File: src/svrp_pkg.sv
// ----------------------------------------------------------------------------
// svrp_pkg
// Shared types and constants for the RFC 4175 4:2:2 video RTP packetiser.
// ----------------------------------------------------------------------------
package svrp_pkg;

    // result kinds
    localparam logic [1:0] KIND_PKT  = 2'd0;
    localparam logic [1:0] KIND_HDR  = 2'd1;
    localparam logic [1:0] KIND_DATA = 2'd2;

    // register indexes
    localparam logic [1:0] REG_WIDTH   = 2'd0;
    localparam logic [1:0] REG_HEIGHT  = 2'd1;
    localparam logic [1:0] REG_PAYLOAD = 2'd2;

    // segment planning
    localparam int MaxSegments = 10;
    localparam int SegIdxW     = 4;
    localparam logic [10:0] HdrBytes    = 11'd6;
    localparam logic [10:0] OpenMin     = 11'd11;   // header plus one pgroup
    localparam logic [12:0] RecipFive   = 13'd6554; // 2^15 / 5, rounded up
    localparam logic [10:0] PayloadMin  = 11'd64;
    localparam logic [10:0] PayloadMax  = 11'd1460;

    // effective frame settings
    typedef struct packed {
        logic [12:0] width;
        logic [12:0] height;
        logic [10:0] payload;
    } cfg_t;

    // controller to datapath
    typedef struct packed {
        logic load_in;
        logic start;
        logic plan_step;
        logic emit_pkt;
        logic emit_hdr;
        logic emit_data;
    } cmd_t;

    // datapath to controller
    typedef struct packed {
        logic pkt_due;
        logic plan_cont;
        logic hdr_last;
        logic out_free;
    } status_t;

endpackage

File: src/st2110_video_rtp_packetizer_core.sv
// ----------------------------------------------------------------------------
// st2110_video_rtp_packetizer_core
// RFC 4175 packetiser for 4:2:2 pixel pairs sent as 10-bit pgroups.
//
//   channel      direction   handshake
//   pixel pair   in          in_valid / in_stall, one pixel pair per request
//   result       out         out_valid / out_stall, one data result per request
//   apb          in/out      psel, penable, pwrite, pready (always high)
//
// A pair with no packet start passes through accept, start and emit; its
// result is registered when it is emitted.
// A packet start adds one planner step per segment (up to 10) and emits
// one header result per segment plus one packet item before the data.
// Stalls on the output hold the sequencer; the next pair waits in_stall.
// Reset clears all positions and the sequence counter; no clearing pass.
// ----------------------------------------------------------------------------
module st2110_video_rtp_packetizer_core
(
    input  logic        clk,
    input  logic        rst_n,
    input  logic        psel,
    input  logic        penable,
    input  logic        pwrite,
    input  logic [3:0]  paddr,
    input  logic [31:0] pwdata,
    output logic [31:0] prdata,
    output logic        pready,
    input  logic        in_valid,
    output logic        in_stall,
    input  logic [7:0]  cb_sample,
    input  logic [7:0]  luma_first,
    input  logic [7:0]  cr_sample,
    input  logic [7:0]  luma_second,
    input  logic [31:0] frame_timestamp,
    output logic        out_valid,
    input  logic        out_stall,
    output logic [1:0]  item_kind,
    output logic [15:0] seq_number,
    output logic [31:0] rtp_timestamp,
    output logic        marker_bit,
    output logic [10:0] segment_length,
    output logic [14:0] segment_line,
    output logic [14:0] segment_offset,
    output logic        segment_continue,
    output logic [39:0] pgroup_word,
    output logic        end_of_packet,
    output logic        last_result
);

    logic [12:0] width_reg;
    logic [12:0] height_reg;
    logic [10:0] payload_reg;
    logic        wr_en;
    logic [12:0] width_even;

    svrp_pkg::cfg_t    cfg;
    svrp_pkg::cmd_t    cmd;
    svrp_pkg::status_t status;

    assign pready = 1'b1;
    assign wr_en  = psel && penable && pwrite;

    // register writes
    always_ff @(posedge clk or negedge rst_n)
    begin
        if (!rst_n)
        begin
            width_reg   <= 13'd1920;
            height_reg  <= 13'd1080;
            payload_reg <= 11'd1428;
        end
        else if (wr_en)
        begin
            unique case (paddr[3:2])
                svrp_pkg::REG_WIDTH:   width_reg   <= pwdata[12:0];
                svrp_pkg::REG_HEIGHT:  height_reg  <= pwdata[12:0];
                svrp_pkg::REG_PAYLOAD: payload_reg <= pwdata[10:0];
                default:               ;
            endcase
        end
    end

    // register reads
    always_comb
    begin
        unique case (paddr[3:2])
            svrp_pkg::REG_WIDTH:   prdata = {19'd0, width_reg};
            svrp_pkg::REG_HEIGHT:  prdata = {19'd0, height_reg};
            svrp_pkg::REG_PAYLOAD: prdata = {21'd0, payload_reg};
            default:               prdata = '0;
        endcase
    end

    // effective settings
    always_comb
    begin
        width_even  = {width_reg[12:1], 1'b0};
        cfg.width   = (width_even < 13'd2) ? 13'd2 : width_even;
        cfg.height  = (height_reg == '0) ? 13'd1 : height_reg;
        if (payload_reg < svrp_pkg::PayloadMin)
        begin
            cfg.payload = svrp_pkg::PayloadMin;
        end
        else if (payload_reg > svrp_pkg::PayloadMax)
        begin
            cfg.payload = svrp_pkg::PayloadMax;
        end
        else
        begin
            cfg.payload = payload_reg;
        end
    end

    svrp_ctrl u_ctrl
    (
        .clk      (clk),
        .rst_n    (rst_n),
        .in_valid (in_valid),
        .in_stall (in_stall),
        .status   (status),
        .cmd      (cmd)
    );

    svrp_dp u_dp
    (
        .clk              (clk),
        .rst_n            (rst_n),
        .cfg              (cfg),
        .cmd              (cmd),
        .status           (status),
        .cb_sample        (cb_sample),
        .luma_first       (luma_first),
        .cr_sample        (cr_sample),
        .luma_second      (luma_second),
        .frame_timestamp  (frame_timestamp),
        .out_valid        (out_valid),
        .out_stall        (out_stall),
        .item_kind        (item_kind),
        .seq_number       (seq_number),
        .rtp_timestamp    (rtp_timestamp),
        .marker_bit       (marker_bit),
        .segment_length   (segment_length),
        .segment_line     (segment_line),
        .segment_offset   (segment_offset),
        .segment_continue (segment_continue),
        .pgroup_word      (pgroup_word),
        .end_of_packet    (end_of_packet),
        .last_result      (last_result)
    );

endmodule

File: src/svrp_ctrl.sv
// ----------------------------------------------------------------------------
// svrp_ctrl
// Sequencer: takes a request, plans the packet when due, emits results.
// ----------------------------------------------------------------------------
module svrp_ctrl
(
    input  logic              clk,
    input  logic              rst_n,
    input  logic              in_valid,
    output logic              in_stall,
    input  svrp_pkg::status_t status,
    output svrp_pkg::cmd_t    cmd
);

    localparam logic [2:0] ST_IDLE  = 3'd0;
    localparam logic [2:0] ST_START = 3'd1;
    localparam logic [2:0] ST_PLAN  = 3'd2;
    localparam logic [2:0] ST_PKT   = 3'd3;
    localparam logic [2:0] ST_HDR   = 3'd4;
    localparam logic [2:0] ST_DATA  = 3'd5;

    logic [2:0] state_reg;
    logic [2:0] state_next;

    // next state and commands
    always_comb
    begin
        state_next = state_reg;
        cmd        = '0;
        in_stall   = 1'b1;
        unique case (state_reg)
            ST_IDLE:
            begin
                in_stall = 1'b0;
                if (in_valid)
                begin
                    cmd.load_in = 1'b1;
                    state_next  = ST_START;
                end
            end
            ST_START:
            begin
                cmd.start  = 1'b1;
                state_next = status.pkt_due ? ST_PLAN : ST_DATA;
            end
            ST_PLAN:
            begin
                cmd.plan_step = 1'b1;
                if (!status.plan_cont)
                begin
                    state_next = ST_PKT;
                end
            end
            ST_PKT:
            begin
                if (status.out_free)
                begin
                    cmd.emit_pkt = 1'b1;
                    state_next   = ST_HDR;
                end
            end
            ST_HDR:
            begin
                if (status.out_free)
                begin
                    cmd.emit_hdr = 1'b1;
                    if (status.hdr_last)
                    begin
                        state_next = ST_DATA;
                    end
                end
            end
            ST_DATA:
            begin
                if (status.out_free)
                begin
                    cmd.emit_data = 1'b1;
                    state_next    = ST_IDLE;
                end
            end
            default:
            begin
                state_next = ST_IDLE;
            end
        endcase
    end

    // state register
    always_ff @(posedge clk or negedge rst_n)
    begin
        if (!rst_n)
        begin
            state_reg <= ST_IDLE;
        end
        else
        begin
            state_reg <= state_next;
        end
    end

endmodule

File: src/svrp_dp.sv
// ----------------------------------------------------------------------------
// svrp_dp
// Datapath: frame positions, segment planner, header slots, output register.
// ----------------------------------------------------------------------------
module svrp_dp
(
    input  logic               clk,
    input  logic               rst_n,
    input  svrp_pkg::cfg_t     cfg,
    input  svrp_pkg::cmd_t     cmd,
    output svrp_pkg::status_t  status,
    input  logic [7:0]         cb_sample,
    input  logic [7:0]         luma_first,
    input  logic [7:0]         cr_sample,
    input  logic [7:0]         luma_second,
    input  logic [31:0]        frame_timestamp,
    output logic               out_valid,
    input  logic               out_stall,
    output logic [1:0]         item_kind,
    output logic [15:0]        seq_number,
    output logic [31:0]        rtp_timestamp,
    output logic               marker_bit,
    output logic [10:0]        segment_length,
    output logic [14:0]        segment_line,
    output logic [14:0]        segment_offset,
    output logic               segment_continue,
    output logic [39:0]        pgroup_word,
    output logic               end_of_packet,
    output logic               last_result
);

    // captured request
    logic [39:0] pg_reg;
    logic [31:0] ts_in_reg;

    // frame state
    logic [15:0] seq_reg;
    logic [14:0] data_line_reg;
    logic [14:0] data_off_reg;
    logic [14:0] plan_line_reg;
    logic [14:0] plan_off_reg;
    logic [10:0] pairs_left_reg;
    logic [31:0] held_ts_reg;
    logic        in_frame_reg;

    // planner working state
    logic [10:0]                  left_reg;
    logic [10:0]                  pairs_acc_reg;
    logic [svrp_pkg::SegIdxW-1:0] cnt_reg;
    logic [svrp_pkg::SegIdxW-1:0] hdr_idx_reg;

    // header slots
    logic [10:0] slot_len_reg  [svrp_pkg::MaxSegments];
    logic [14:0] slot_line_reg [svrp_pkg::MaxSegments];
    logic [14:0] slot_off_reg  [svrp_pkg::MaxSegments];
    logic        slot_cont_reg [svrp_pkg::MaxSegments];

    // output register
    logic        out_valid_reg;
    logic [1:0]  kind_reg;
    logic [15:0] seq_o_reg;
    logic [31:0] ts_o_reg;
    logic        marker_reg;
    logic [10:0] len_o_reg;
    logic [14:0] line_o_reg;
    logic [14:0] off_o_reg;
    logic        cont_o_reg;
    logic [39:0] pg_o_reg;
    logic        eop_reg;
    logic        last_reg;

    // output register next values
    logic [1:0]  kind_next;
    logic [15:0] seq_o_next;
    logic [31:0] ts_o_next;
    logic        marker_next;
    logic [10:0] len_o_next;
    logic [14:0] line_o_next;
    logic [14:0] off_o_next;
    logic        cont_o_next;
    logic [39:0] pg_o_next;
    logic        eop_next;
    logic        last_next;

    logic [14:0] width_x;
    logic [14:0] height_x;
    logic        out_free;

    // packet start fix-ups
    logic [14:0] fix_line;
    logic [14:0] fix_off;
    logic        fix_restart;

    // segment step
    logic [10:0] left_a;
    logic [13:0] pix_full;
    logic [15:0] len_full;
    logic [23:0] recip_prod;
    logic [8:0]  quot;
    logic        fits;
    logic [10:0] seg_len;
    logic [13:0] seg_pix;
    logic [10:0] left_n;
    logic [14:0] line_n;
    logic [14:0] off_n;
    logic        seg_cont;
    logic [svrp_pkg::SegIdxW-1:0] cnt_n;

    // data position step
    logic [10:0] pairs_dec;
    logic [14:0] doff_n;
    logic [14:0] dline_n;
    logic        dwrap;
    logic        dend;

    assign width_x  = {2'b00, cfg.width};
    assign height_x = {2'b00, cfg.height};
    assign out_free = !out_valid_reg || !out_stall;

    always_comb
    begin
        fix_line = plan_line_reg;
        fix_off  = plan_off_reg;
        if (plan_off_reg >= width_x)
        begin
            fix_off  = '0;
            fix_line = plan_line_reg + 15'd1;
        end
        fix_restart = fix_line >= height_x;
    end

    always_comb
    begin
        left_a     = left_reg - svrp_pkg::HdrBytes;
        pix_full   = 14'(width_x - plan_off_reg);
        len_full   = ({2'b00, pix_full} * 16'd5) >> 1;
        recip_prod = {13'd0, left_a} * {11'd0, svrp_pkg::RecipFive};
        quot       = recip_prod[23:15];
        fits       = {5'd0, left_a} >= len_full;
        seg_len    = fits ? len_full[10:0] : 11'({2'b00, quot} * 11'd5);
        seg_pix    = fits ? pix_full : {4'd0, quot, 1'b0};
        left_n     = left_a - seg_len;
        line_n     = fits ? plan_line_reg + 15'd1 : plan_line_reg;
        off_n      = fits ? 15'd0 : plan_off_reg + {1'b0, seg_pix};
        cnt_n      = cnt_reg + 1'b1;
        seg_cont   = (left_n > svrp_pkg::OpenMin) && (line_n < height_x)
                     && (cnt_n < svrp_pkg::SegIdxW'(svrp_pkg::MaxSegments));
    end

    always_comb
    begin
        pairs_dec = (pairs_left_reg != '0) ? pairs_left_reg - 11'd1 : pairs_left_reg;
        doff_n    = data_off_reg + 15'd2;
        dwrap     = doff_n >= width_x;
        dline_n   = data_line_reg + 15'd1;
        dend      = dwrap && (dline_n >= height_x);
    end

    assign status.pkt_due   = pairs_left_reg == '0;
    assign status.plan_cont = seg_cont;
    assign status.hdr_last  = hdr_idx_reg == cnt_reg - 1'b1;
    assign status.out_free  = out_free;

    // captured pair and timestamp
    always_ff @(posedge clk)
    begin
        if (cmd.load_in)
        begin
            pg_reg    <= {cb_sample, 2'b00, luma_first, 2'b00,
                          cr_sample, 2'b00, luma_second, 2'b00};
            ts_in_reg <= frame_timestamp;
        end
    end

    // header slot writes
    always_ff @(posedge clk)
    begin
        if (cmd.plan_step)
        begin
            slot_len_reg[cnt_reg]  <= seg_len;
            slot_line_reg[cnt_reg] <= plan_line_reg;
            slot_off_reg[cnt_reg]  <= plan_off_reg;
            slot_cont_reg[cnt_reg] <= seg_cont;
        end
    end

    // frame and planner state
    always_ff @(posedge clk or negedge rst_n)
    begin
        if (!rst_n)
        begin
            seq_reg        <= '0;
            data_line_reg  <= '0;
            data_off_reg   <= '0;
            plan_line_reg  <= '0;
            plan_off_reg   <= '0;
            pairs_left_reg <= '0;
            held_ts_reg    <= '0;
            in_frame_reg   <= 1'b0;
            left_reg       <= '0;
            pairs_acc_reg  <= '0;
            cnt_reg        <= '0;
            hdr_idx_reg    <= '0;
        end
        else
        begin
            if (cmd.start)
            begin
                if (pairs_left_reg == '0)
                begin
                    left_reg      <= cfg.payload - 11'd2;
                    pairs_acc_reg <= '0;
                    cnt_reg       <= '0;
                    if (fix_restart)
                    begin
                        data_line_reg <= '0;
                        data_off_reg  <= '0;
                        plan_line_reg <= '0;
                        plan_off_reg  <= '0;
                    end
                    else
                    begin
                        plan_line_reg <= fix_line;
                        plan_off_reg  <= fix_off;
                    end
                    if (!in_frame_reg || fix_restart)
                    begin
                        held_ts_reg <= ts_in_reg;
                    end
                end
                else if (!in_frame_reg)
                begin
                    held_ts_reg <= ts_in_reg;
                end
                in_frame_reg <= 1'b1;
            end
            if (cmd.plan_step)
            begin
                left_reg      <= left_n;
                plan_line_reg <= line_n;
                plan_off_reg  <= off_n;
                pairs_acc_reg <= pairs_acc_reg + seg_pix[11:1];
                cnt_reg       <= cnt_n;
            end
            if (cmd.emit_pkt)
            begin
                seq_reg        <= seq_reg + 16'd1;
                pairs_left_reg <= pairs_acc_reg;
                hdr_idx_reg    <= '0;
            end
            if (cmd.emit_hdr)
            begin
                hdr_idx_reg <= hdr_idx_reg + 1'b1;
            end
            if (cmd.emit_data)
            begin
                pairs_left_reg <= pairs_dec;
                if (dend)
                begin
                    data_line_reg <= '0;
                    data_off_reg  <= '0;
                    plan_line_reg <= '0;
                    plan_off_reg  <= '0;
                    in_frame_reg  <= 1'b0;
                end
                else if (dwrap)
                begin
                    data_off_reg  <= '0;
                    data_line_reg <= dline_n;
                end
                else
                begin
                    data_off_reg <= doff_n;
                end
            end
        end
    end

    // output valid
    always_ff @(posedge clk or negedge rst_n)
    begin
        if (!rst_n)
        begin
            out_valid_reg <= 1'b0;
        end
        else if (cmd.emit_pkt || cmd.emit_hdr || cmd.emit_data)
        begin
            out_valid_reg <= 1'b1;
        end
        else if (!out_stall)
        begin
            out_valid_reg <= 1'b0;
        end
    end

    // output payload selection, fields of other kinds held at zero
    always_comb
    begin
        kind_next   = svrp_pkg::KIND_DATA;
        seq_o_next  = '0;
        ts_o_next   = '0;
        marker_next = 1'b0;
        len_o_next  = '0;
        line_o_next = '0;
        off_o_next  = '0;
        cont_o_next = 1'b0;
        pg_o_next   = '0;
        eop_next    = 1'b0;
        last_next   = 1'b0;
        if (cmd.emit_pkt)
        begin
            kind_next   = svrp_pkg::KIND_PKT;
            seq_o_next  = seq_reg + 16'd1;
            ts_o_next   = held_ts_reg;
            marker_next = plan_line_reg >= height_x;
        end
        else if (cmd.emit_hdr)
        begin
            kind_next   = svrp_pkg::KIND_HDR;
            len_o_next  = slot_len_reg[hdr_idx_reg];
            line_o_next = slot_line_reg[hdr_idx_reg];
            off_o_next  = slot_off_reg[hdr_idx_reg];
            cont_o_next = slot_cont_reg[hdr_idx_reg];
        end
        else
        begin
            pg_o_next = pg_reg;
            eop_next  = pairs_dec == '0;
            last_next = 1'b1;
        end
    end

    // output payload
    always_ff @(posedge clk)
    begin
        if (cmd.emit_pkt || cmd.emit_hdr || cmd.emit_data)
        begin
            kind_reg   <= kind_next;
            seq_o_reg  <= seq_o_next;
            ts_o_reg   <= ts_o_next;
            marker_reg <= marker_next;
            len_o_reg  <= len_o_next;
            line_o_reg <= line_o_next;
            off_o_reg  <= off_o_next;
            cont_o_reg <= cont_o_next;
            pg_o_reg   <= pg_o_next;
            eop_reg    <= eop_next;
            last_reg   <= last_next;
        end
    end

    assign out_valid        = out_valid_reg;
    assign item_kind        = kind_reg;
    assign seq_number       = seq_o_reg;
    assign rtp_timestamp    = ts_o_reg;
    assign marker_bit       = marker_reg;
    assign segment_length   = len_o_reg;
    assign segment_line     = line_o_reg;
    assign segment_offset   = off_o_reg;
    assign segment_continue = cont_o_reg;
    assign pgroup_word      = pg_o_reg;
    assign end_of_packet    = eop_reg;
    assign last_result      = last_reg;

endmodule
File: config.mk
export PLATFORM = sky130hd
export DESIGN_NAME = st2110_video_rtp_packetizer_core
export DESIGN_NICKNAME = d
export VERILOG_FILES = /design/src/svrp_pkg.sv /design/src/st2110_video_rtp_packetizer_core.sv /design/src/svrp_ctrl.sv /design/src/svrp_dp.sv
export SDC_FILE = /design/constraint.sdc
export NUM_CORES = 1
export LEC_CHECK = 0
export BUFFER_PORTS_ARGS = -buffer_cell sky130_fd_sc_hd__buf_2
export CAP_MARGIN = 20
export CORE_UTILIZATION = 55
export CTS_BUF_LIST = sky130_fd_sc_hd__clkbuf_4 sky130_fd_sc_hd__clkbuf_8
export DETAILED_ROUTE_END_ITERATION = 16
export PLACE_DENSITY_LB_ADDON = 0.05
export SLEW_MARGIN = 0
export SYNTH_ARGS = -nofsm -noshare
export SYNTH_HDL_FRONTEND = slang
export SYNTH_SLANG_ARGS = --single-unit
File: constraint.sdc
create_clock -name clk -period 11.7 [get_ports clk]
set_input_delay 1.17 -clock clk [delete_from_list [all_inputs] [get_ports clk]]
set_output_delay 1.17 -clock clk [all_outputs]
set_load 0.02 [all_outputs]
==> flow_metrics.py, run 1 <==
metrics = {
    "clock_tree": {
        "clockBufferDepth": 3,
        "cts_htree_levels": 4,
        "path_clk_slew_ns": 0.06,
        "insertion_delay_ns": 0.79,
        "cts_setup_buffers": 0,
        "hold_buffers": 0,
        "cts.sinks": 800,
        "cts_tree": "yes",
        "cts_resized": 0,
        "cts_buffers": 133,
        "ctsRootBufferMaster": "clkbuf_8",
    },
    "route": {
        "ant_nets": 0,
        "routed_via_density": 5.812,
        "dr.pass1.iters": 5,
        "vias": 24880,
        "drcViolationCount": 0,
        "drt_wl_total_um": 92990,
        "drtIter0Drc": 1688,
        "post_drt_wl_per_cell_um": 21.72,
    },
    "sta": {
        "final-setup-viol-count": 0,
        "finalMaxSlewViolations": 0,
        "post-route-min-period_ns": 10.60,
        "final_hold_viol_count": 0,
        "max_slew_margin_pct": 31.22,
        "max_freq_mhz": 94.37,
        "setup_tns_ns": 0,
        "min_period_over_period_pct": 90.57,
        "finalWorstSetupSlack_ns": 1.103,
        "rsz0062_at_grt": "false",
        "worstMarginPinSlew_ns": 1.023,
        "hold_ws_ns": 0.3141,
        "finalClockSkew_ns": 0.04174,
    },
    "worst_setup_path": {
        "critPathRequiredTime_ns": 12.18,
        "arrival_ns": 11.07,
        "crit_path_end_kind": "flop",
        "r2r-start": "u_dp.left_reg[1]",
        "cpMostUsedCell": "ha_1",
        "worstSetupStartpointType": "flop",
        "cp_slowest_cell": "a31oi_1",
        "crit_start": "u_dp.left_reg[1]",
        "cpPeakStageDelay_ns": 0.57,
        "path_class": "flop to flop",
        "crit_path_max_fanout": 10,
    },
    "run_status": {
        "status": "completed",
    },
    "final_layout": {
        "utilization_pct": 62.16,
        "area_growth_pct": 11.80,
        "drive_gt1_share_pct": 20.72,
        "final_nets": 3624,
    },
    "logic_synthesis": {
        "ys_ff_latch": 800,
        "post_synth.cell_area_avg_um2": 13.40,
        "synth_warnings": 0,
        "synthArstFlopShare_pct": 23.75,
        "synth_edf_count": 610,
        "syn-cell-area_um2": 39810,
        "synth-seq-area-share_pct": 57.99,
        "synth_cell_type_count": 85,
        "synth_ff_type": "edfxtp_1",
        "synthCells": 2972,
    },
    "floorplanning": {
        "fp.dieW_um": 271.1,
        "die_h_um": 271.1,
        "die_area_um2": 73470,
        "fp.coreArea_um2": 71610,
        "initial_utilization_pct": 55.60,
        "rows": 98,
        "ioPinCount": 277,
    },
    "placed_design": {
        "port_buffers": 227,
        "dpl.hpwl_um": 60270,
        "post-place-ws_ns": 1.063,
        "gp_congestion": 0.8548,
    },
    "global_route": {
        "grt_pass1_wl_um": 144900,
        "grt_max_degree": 77,
        "antenna_found_initial": 1,
        "grt_usage_pct": 25.74,
        "grt_pass1_vias": 25490,
        "grt.overflow.total": 0,
    },
    "pwr": {
        "switchingPower_uw": 3349,
        "leakage_uw": 0.01842,
        "p_comb_share_pct": 34.0,
        "power_frac_seq_pct": 39.9,
        "p_sw_share_pct": 35.79,
        "clkPwrFrac_pct": 26.1,
        "vdd_drop_max_uv": 132.9,
        "powerDensity_nw_per_um2": 210.2,
        "p_int_uw": 6008,
    },
    "min_path": {
        "worstHoldPathType": "primary input to async pin",
    },
    "flow_run": {
        "cap_violations": 0,
    },
}
-- cell type report --
| cell class | count | area (um2) |
|---|---|---|
| clock inverters | 38 | 336.6 |
| inverters | 163 | 611.8 |
| diodes | 1 | 2.502 |
| flip-flops and latches | 800 | 23100 |
| fillers | 5651 | 27100 |
| well taps | 950 | 1189 |
| clock buffers | 190 | 2296 |
| repair buffers | 263 | 1415 |
| multi-input cells | 1876 | 15560 |
-- synthesized netlist by cell type (all sizes together), types with 36 or more instances --
library cell,instances,share of area [%]
inv,162,1.5
buf,55,0.81
mux2,73,2.1
nor2b,61,0.96
and3,36,0.57
nor3,46,0.58
edfxtp,610,46
o21ai,114,1.5
nor2,145,1.4
mux2i,61,1.5
nand2,136,1.3
ha,243,7.6
nand3,57,0.72
a21oi,110,1.4
xnor2,94,2.1
and2,89,1.4
a21o,48,0.91
xor2,54,1.2
mux4,84,4.8
dfrtp,177,11
clkbuf,104,0.98
a211oi,99,1.9
fa,37,1.9
-- cell families after synthesis --
logic type      share of synthesized area (%)
compound gates                          9.041
fa+ha+maj                               9.579
xor+xnor                                3.275
simple gates                            8.410
flops                                   57.99
buf+inv                                 3.325
mux                                     8.360
other cells                           0.01886
-- worst max-delay path: cells and delay by family (launching register included) --
| family | cells | cell delay, ns |
|---|---|---|
| compound gates | 10 | 2.48 |
| xor+xnor | 4 | 1.05 |
| fa+ha+maj | 12 | 4.68 |
| buf+inv | 5 | 0.52 |
| flops | 1 | 0.47 |
| simple gates | 7 | 1.11 |
-- cell usage in the layout, fill, tap and decap left out, types with 99 or more instances in the layout --
master and count:
a211oi_1 99, a21oi_1 109, buf_2 226, clkbuf_8 140, dfrtp_1 173, edfxtp_1 610, ha_1 243, inv_1 161
nand2_1 135, nor2_1 145, o21ai_0 111
-- worst paths after layout --
kind | endpoint | slack [ns] | cells after the start
setup / recovery | u_dp.slot_cont_reg[4] | 1.10 | 38
hold / removal | u_dp.hdr_idx_reg[1] | 0.31 | 1
setup reg to reg | u_dp.slot_cont_reg[4] | 1.10 | 38
hold reg to reg | u_dp.held_ts_reg[20] | 0.46 | 1
max in group asynchronous | u_dp.left_reg[0] | 9.98 | 2
min in group clk | u_dp.held_ts_reg[20] | 0.46 | 1
-- per-layer routing --
| layer | share of wire (%) | track usage [%] | up-vias | wire length (um) |
|---|---|---|---|---|
| li1 | - | - | 11590 | - |
| met1 | 44 | 34.90 | 12450 | 40550 |
| met2 | 49 | 42.64 | 687 | 45640 |
| met3 | 4.8 | 3.941 | 154 | 4451 |
| met4 | 2.5 | 8.371 | 0 | 2349 |
| met5 | 0 | 0 | - | 0 |
-- power by group through the flow --
stage	Clock, uW	Combinational [uW]	Sequential, uW
after floorplan	0	2090	3940
after global placement	0	3110	3780
after detailed placement	0	3180	3790
after CTS	2500	3190	3740
after global routing	2610	3480	3770
final	2440	3190	3730
-- metrics by stage --
step | instance area [um2] | cells | power [uW]
after floorplan | 39910 | 2998 | 6029
after global placement | 41880 | 4052 | 6887
after detailed placement | 41880 | 4052 | 6970
after CTS | 44510 | 4280 | 9431
after global routing | 44510 | 4281 | 9858
final | 44510 | 4281 | 9357
No activity file was read; power rests on OpenSTA's default activity.
==> run 2, diff against run 1 <==
--- a/config.mk
+++ b/config.mk
@@ -10,8 +10,9 @@
 export CORE_UTILIZATION = 55
 export CTS_BUF_LIST = sky130_fd_sc_hd__clkbuf_4 sky130_fd_sc_hd__clkbuf_8
 export DETAILED_ROUTE_END_ITERATION = 16
-export PLACE_DENSITY_LB_ADDON = 0.05
+export PLACE_DENSITY = 0.76
 export SLEW_MARGIN = 0
 export SYNTH_ARGS = -nofsm -noshare
 export SYNTH_HDL_FRONTEND = slang
+export SYNTH_HIERARCHICAL = 1
 export SYNTH_SLANG_ARGS = --single-unit
==> run 2 against run 1 <==
  * Critical path depth is 1 higher
  * Worst hold slack improved by 0.078 ns
  * Critical path type unchanged
  * Setup slack better by 0.39 ns
  * Utilization increased by 0.42 points
  * First-iteration DRC count increased by 11%
==> flow_metrics.py, run 2 <==
metrics = {
    "global_route": {
        "grt_pass1_wl_um": 142500,
        "grt_usage_pct": 24.82,
        "grt_max_degree": 73,
        "antenna_found_initial": 3,
        "grt_pass1_vias": 26020,
        "grt.overflow.total": 0,
    },
    "placed_design": {
        "gp_congestion": 0.8884,
        "dpl.hpwl_um": 60010,
        "port_buffers": 227,
    },
    "logic_synthesis": {
        "synth_ff_type": "edfxtp_1",
        "synth_top_family_by_area": "adder cells",
        "synth-xor-area-share_pct": 3.484,
        "synth_compound_area_share_pct": 8.581,
        "synth_fa_ha_area_share_pct": 9.497,
        "synth_edf_count": 610,
        "synthTopCellsByCount": "edfxtp_1, ha_1, dfrtp_1",
        "syn-cell-area_um2": 40160,
        "synthArstFlopShare_pct": 23.75,
        "post_synth.cell_area_avg_um2": 13.28,
        "synth-seq-area-share_pct": 57.50,
        "ys_ff_latch": 800,
        "yosysTopAreaCell": "edfxtp_1",
        "synth_warnings": 6,
        "synth_mux_area_share_pct": 8.609,
        "synth_cell_type_count": 93,
        "synth.top_cell.area_share_pct": 45.62,
        "synthCells": 3023,
        "synth-simple-area-share_pct": 8.612,
        "ys_top_cells_by_area": "edfxtp_1, dfrtp_1, ha_1",
        "yosys.cell_count.top_type": "edfxtp_1",
    },
    "route": {
        "routed_via_density": 5.846,
        "ant_nets": 0,
        "drtIter0Drc": 1882,
        "dr.pass1.iters": 5,
        "drcViolationCount": 0,
        "vias": 25340,
        "drt_wl_total_um": 91340,
        "post_drt_wl_per_cell_um": 21.08,
    },
    "worst_setup_path": {
        "cp_slowest_cell": "xor2_1",
        "path_class": "flop to flop",
        "critPathRequiredTime_ns": 12.35,
        "crit_path_max_fanout": 11,
        "crit_path_end_kind": "flop",
        "cpPeakStageDelay_ns": 0.55,
        "path_delay_family": "adder cells",
        "worstSetupStartpointType": "flop",
        "cpMostUsedCell": "fa_1",
        "arrival_ns": 10.86,
        "cp.buffers_inverters": 4,
    },
    "clock_tree": {
        "cts_resized": 0,
        "cts_setup_buffers": 0,
        "cts.sinks": 800,
        "path_clk_slew_ns": 0.06,
        "hold_buffers": 0,
        "cts_htree_levels": 4,
        "ctsRootBufferMaster": "clkbuf_8",
        "cts_tree": "yes",
        "cts_buffers": 131,
        "insertion_delay_ns": 0.78,
        "clockBufferDepth": 3,
    },
    "sta": {
        "finalMaxSlewViolations": 0,
        "rsz0062_at_grt": "false",
        "setup_tns_ns": 0,
        "final_hold_viol_count": 0,
        "min_period_over_period_pct": 87.25,
        "max_freq_mhz": 97.96,
        "worstMarginPinSlew_ns": 0.9815,
        "hold_ws_ns": 0.3922,
        "finalClockSkew_ns": 0.05773,
        "post-route-min-period_ns": 10.21,
        "final-setup-viol-count": 0,
        "max_slew_margin_pct": 34.28,
    },
    "floorplanning": {
        "rows": 98,
        "fp.dieW_um": 272.2,
        "die_h_um": 272.2,
        "die_area_um2": 74100,
        "fp.coreArea_um2": 71850,
        "ioPinCount": 277,
        "initial_utilization_pct": 55.89,
    },
    "run_status": {
        "status": "completed",
    },
    "final_layout": {
        "multi_input_area_um2": 15800,
        "fillerInstances": 5376,
        "final_nets": 3667,
        "drive_gt1_share_pct": 20.11,
        "seq_area_um2": 23100,
        "mostFrequentLayoutCells": "edfxtp_1, ha_1, buf_2",
        "final_common_cell": "edfxtp_1",
        "area_growth_pct": 11.97,
    },
    "flow_run": {
        "cap_violations": 0,
    },
    "min_path": {
        "worstHoldPathType": "primary input to async pin",
    },
}
## run 2: layer usage
layer	wire length, um	share of wire, %	GRT usage [%]	vias up
met2	45480	50	41.55	840
met3	5647	6.2	3.994	139
met1	38300	42	33.09	12760
li1	-	-	-	11600
met4	1915	2.1	8.383	0
met5	0	0	0	-
## run 2: cell families after synthesis
family,Yosys count
AO/OA/AOI/OAI,515
XOR/XNOR,158
adder cells (fa/ha/maj),283
buffers and inverters,354
flip-flops,800
multiplexers,230
other,3
AND/OR/NAND/NOR,680
## run 2: path summary, 6_finish.rpt
check	from	endpoint	slack, ns	cells after the start
setup / recovery	u_dp/left_reg[1]	u_ctrl/state_reg[0]	1.49	39
hold / removal	rst_n	u_dp/held_ts_reg[10]	0.39	1
setup reg to reg	u_dp/left_reg[1]	u_ctrl/state_reg[0]	1.49	39
hold reg to reg	u_dp/ts_in_reg[3]	u_dp/held_ts_reg[3]	0.47	1
max in group asynchronous	rst_n	u_dp/hdr_idx_reg[1]	9.84	2
min in group clk	u_dp/ts_in_reg[3]	u_dp/held_ts_reg[3]	0.47	1
## run 2: cell type report
type	instances	area share [%]
Clock buffer	189	5.173
Sequential cell	800	51.37
Tap cell	950	2.644
Inverter	177	1.478
Antenna cell	2	0.01113
Clock inverter	46	0.8348
Timing Repair Buffer	273	3.359
Multi-Input combinational cell	1897	35.13
## run 2: through the flow
stage / std cells / setup slack (ns) / instance area [um2] / utilization [%]
after floorplan: 3051 / 2.225 / 40260 / -
after global placement: 4092 / 1.538 / 42200 / 58.73
after detailed placement: 4092 / 1.246 / 42200 / 58.73
after CTS: 4327 / 1.201 / 44900 / 62.49
after global routing: 4334 / 0.8226 / 44960 / 62.58
final: 4334 / 1.492 / 44960 / 62.58
## run 2: worst register-to-register path, delay by kind of cell (launching register included)
| kind | cells | cell delay [ns] |
|---|---|---|
| multiplexers | 1 | 0.14 |
| AO/OA/AOI/OAI | 10 | 2.32 |
| XOR/XNOR | 5 | 1.22 |
| adder cells (fa/ha/maj) | 11 | 4.23 |
| flip-flops | 1 | 0.52 |
| AND/OR/NAND/NOR | 8 | 1.20 |
| buffers and inverters | 4 | 0.46 |
Power of run 2 is not shown: default switching activity piles up to over one toggle a cycle in this logic, so the estimate is an artifact.
==> run 3, diff against run 2 <==
--- a/config.mk
+++ b/config.mk
@@ -9,6 +9,7 @@
 export CAP_MARGIN = 20
 export CORE_UTILIZATION = 55
 export CTS_BUF_LIST = sky130_fd_sc_hd__clkbuf_4 sky130_fd_sc_hd__clkbuf_8
+export CTS_CLUSTER_SIZE = 28
 export DETAILED_ROUTE_END_ITERATION = 16
 export PLACE_DENSITY = 0.76
 export SLEW_MARGIN = 0
==> constraint.sdc (replaced) <==
create_clock -name clk -period 11.7 [get_ports clk]
set_input_delay 2.34 -clock clk [delete_from_list [all_inputs] [get_ports clk]]
set_output_delay 2.34 -clock clk [all_outputs]
set_load 0.02 [all_outputs]
==> run 3 against run 2 <==
  * Count of clock-buffer cells in the layout is 5 lower
  * Final cell count is 0.21% lower
  * Utilization is 0.20 points lower
  * Setup slack worse by 0.45 ns
  * Non-clock buffer count is 2 lower
  * Via count hardly changed
  * Die area stayed put
  * Critical path depth stayed put
  * Routed wire length is 0.72% higher
  * Worst hold slack better by 0.080 ns
  * Critical endpoint unchanged
  * Flip-flop and latch count stayed put
==> flow_metrics.py, run 3 (synthesized netlist as in run 2, its figures left out) <==
metrics = {
    "sta": {
        "worstMarginPinSlew_ns": 1.131,
        "hold_ws_ns": 0.4719,
        "finalClockSkew_ns": 0.03435,
        "final_hold_viol_count": 0,
        "final-setup-viol-count": 0,
        "min_period_over_period_pct": 91.06,
        "setup_tns_ns": 0,
        "post-route-min-period_ns": 10.65,
        "finalMaxSlewViolations": 0,
        "rsz0062_at_grt": "false",
        "max_slew_margin_pct": 24.10,
        "finalWorstSetupSlack_ns": 1.046,
        "max_freq_mhz": 93.86,
    },
    "global_route": {
        "grt_max_degree": 73,
        "grt.overflow.total": 0,
        "grt_usage_pct": 24.86,
        "grt_pass1_vias": 26160,
        "antenna_found_initial": 3,
        "grt_pass1_wl_um": 142200,
    },
    "route": {
        "routed_via_density": 5.863,
        "ant_nets": 0,
        "drtIter0Drc": 1842,
        "drt_wl_total_um": 92000,
        "drcViolationCount": 0,
        "post_drt_wl_per_cell_um": 21.27,
        "dr.pass1.iters": 5,
        "vias": 25360,
    },
    "placed_design": {
        "dpl.hpwl_um": 60280,
        "port_buffers": 227,
        "dpl_cell_area_um2": 42200,
        "gp_congestion": 0.8953,
        "post-place-ws_ns": 1.025,
    },
    "clock_tree": {
        "ctsRootBufferMaster": "clkbuf_8",
        "insertion_delay_ns": 0.79,
        "path_clk_slew_ns": 0.06,
        "cts.sinks": 800,
        "cts_htree_levels": 4,
        "cts_setup_buffers": 0,
        "cts_resized": 0,
        "clockBufferDepth": 3,
        "hold_buffers": 0,
        "cts_buffers": 132,
        "cts_tree": "yes",
    },
    "worst_setup_path": {
        "worstSetupStartpointType": "flop",
        "crit_path_max_fanout": 11,
        "path_class": "flop to flop",
        "crit_path_end_kind": "flop",
        "cp_slowest_cell": "o21ai_1",
        "rrSetupSlack_ns": 1.05,
        "critPathRequiredTime_ns": 12.35,
        "arrival_ns": 11.30,
        "cpPeakStageDelay_ns": 0.60,
    },
    "floorplanning": {
        "ioPinCount": 277,
        "initial_utilization_pct": 55.89,
        "fp.coreArea_um2": 71850,
        "fp.dieW_um": 272.2,
        "rows": 98,
        "die_h_um": 272.2,
        "die_area_um2": 74100,
    },
    "min_path": {
        "worstHoldPathType": "flop to flop",
    },
    "final_layout": {
        "drive_gt1_share_pct": 20.04,
        "fillerInstances": 5395,
        "fin_area_um2": 44820,
        "area_growth_pct": 11.62,
        "final_common_cell": "edfxtp_1",
        "final_nets": 3666,
        "mostFrequentLayoutCells": "edfxtp_1, ha_1, buf_2",
    },
    "flow_run": {
        "cap_violations": 0,
    },
    "run_status": {
        "status": "completed",
    },
}
==> run 3: changes by cell type in the layout (fill, tap and decap cells not counted), moves of 3 or more <==
cell      change
clkbuf_4      -3
clkbuf_8      -3
clkinv_2      +3
clkinv_1      -5
==> run 3: area by class of cell <==
type	instances	area [um2]	area share, %
antenna	2	5.005	0.01117
clock buffer	184	2270	5.064
clock inverter	44	325.3	0.7258
inverter	177	664.4	1.482
multi-input combinational	1897	15790	35.24
sequential	800	23100	51.54
tap	950	1189	2.652
timing repair buffer	271	1475	3.291
==> run 3: worst paths after layout <==
check,startpoint,to,cells after the start
worst max-delay path,u_dp/left_reg[1],u_ctrl/state_reg[0],39
worst min-delay path,u_dp/ts_in_reg[24],u_dp/held_ts_reg[24],1
worst max register to register,u_dp/left_reg[1],u_ctrl/state_reg[0],39
worst min register to register,u_dp/ts_in_reg[24],u_dp/held_ts_reg[24],1
max in group asynchronous,rst_n,u_dp/hdr_idx_reg[1],2
min in group asynchronous,rst_n,u_dp/held_ts_reg[10],1
==> run 3: critical path, delay by kind of cell (launching register included) <==
| family | cells | cell delay (ns) |
|---|---|---|
| DFF | 1 | 0.49 |
| and+or+nand+nor | 8 | 0.90 |
| adders and majority gates | 12 | 4.53 |
| AOI/OAI and AO/OA | 10 | 2.87 |
| muxes | 1 | 0.14 |
| xor gates and xnor gates | 4 | 1.13 |
| buffers and inverters | 4 | 0.48 |
==> run 3: metrics by stage <==
stage | utilization, % | instances
global route | 62.38 | 4325
finish | 62.38 | 4325
global placement | 58.73 | 4092
CTS | 62.34 | 4320
detailed placement | 58.73 | 4092
floorplan | - | 3051
==> run 3: metal layers <==
| layer | routed length (um) | GRT usage, % | vias up |
|---|---|---|---|
| met4 | 3056 | 10.50 | 0 |
| met2 | 44550 | 40.65 | 858 |
| met1 | 38690 | 32.72 | 12680 |
| met5 | 0 | 0 | - |
| li1 | - | - | 11610 |
| met3 | 5700 | 4.628 | 212 |
Power of run 3 is left out for the same reason.
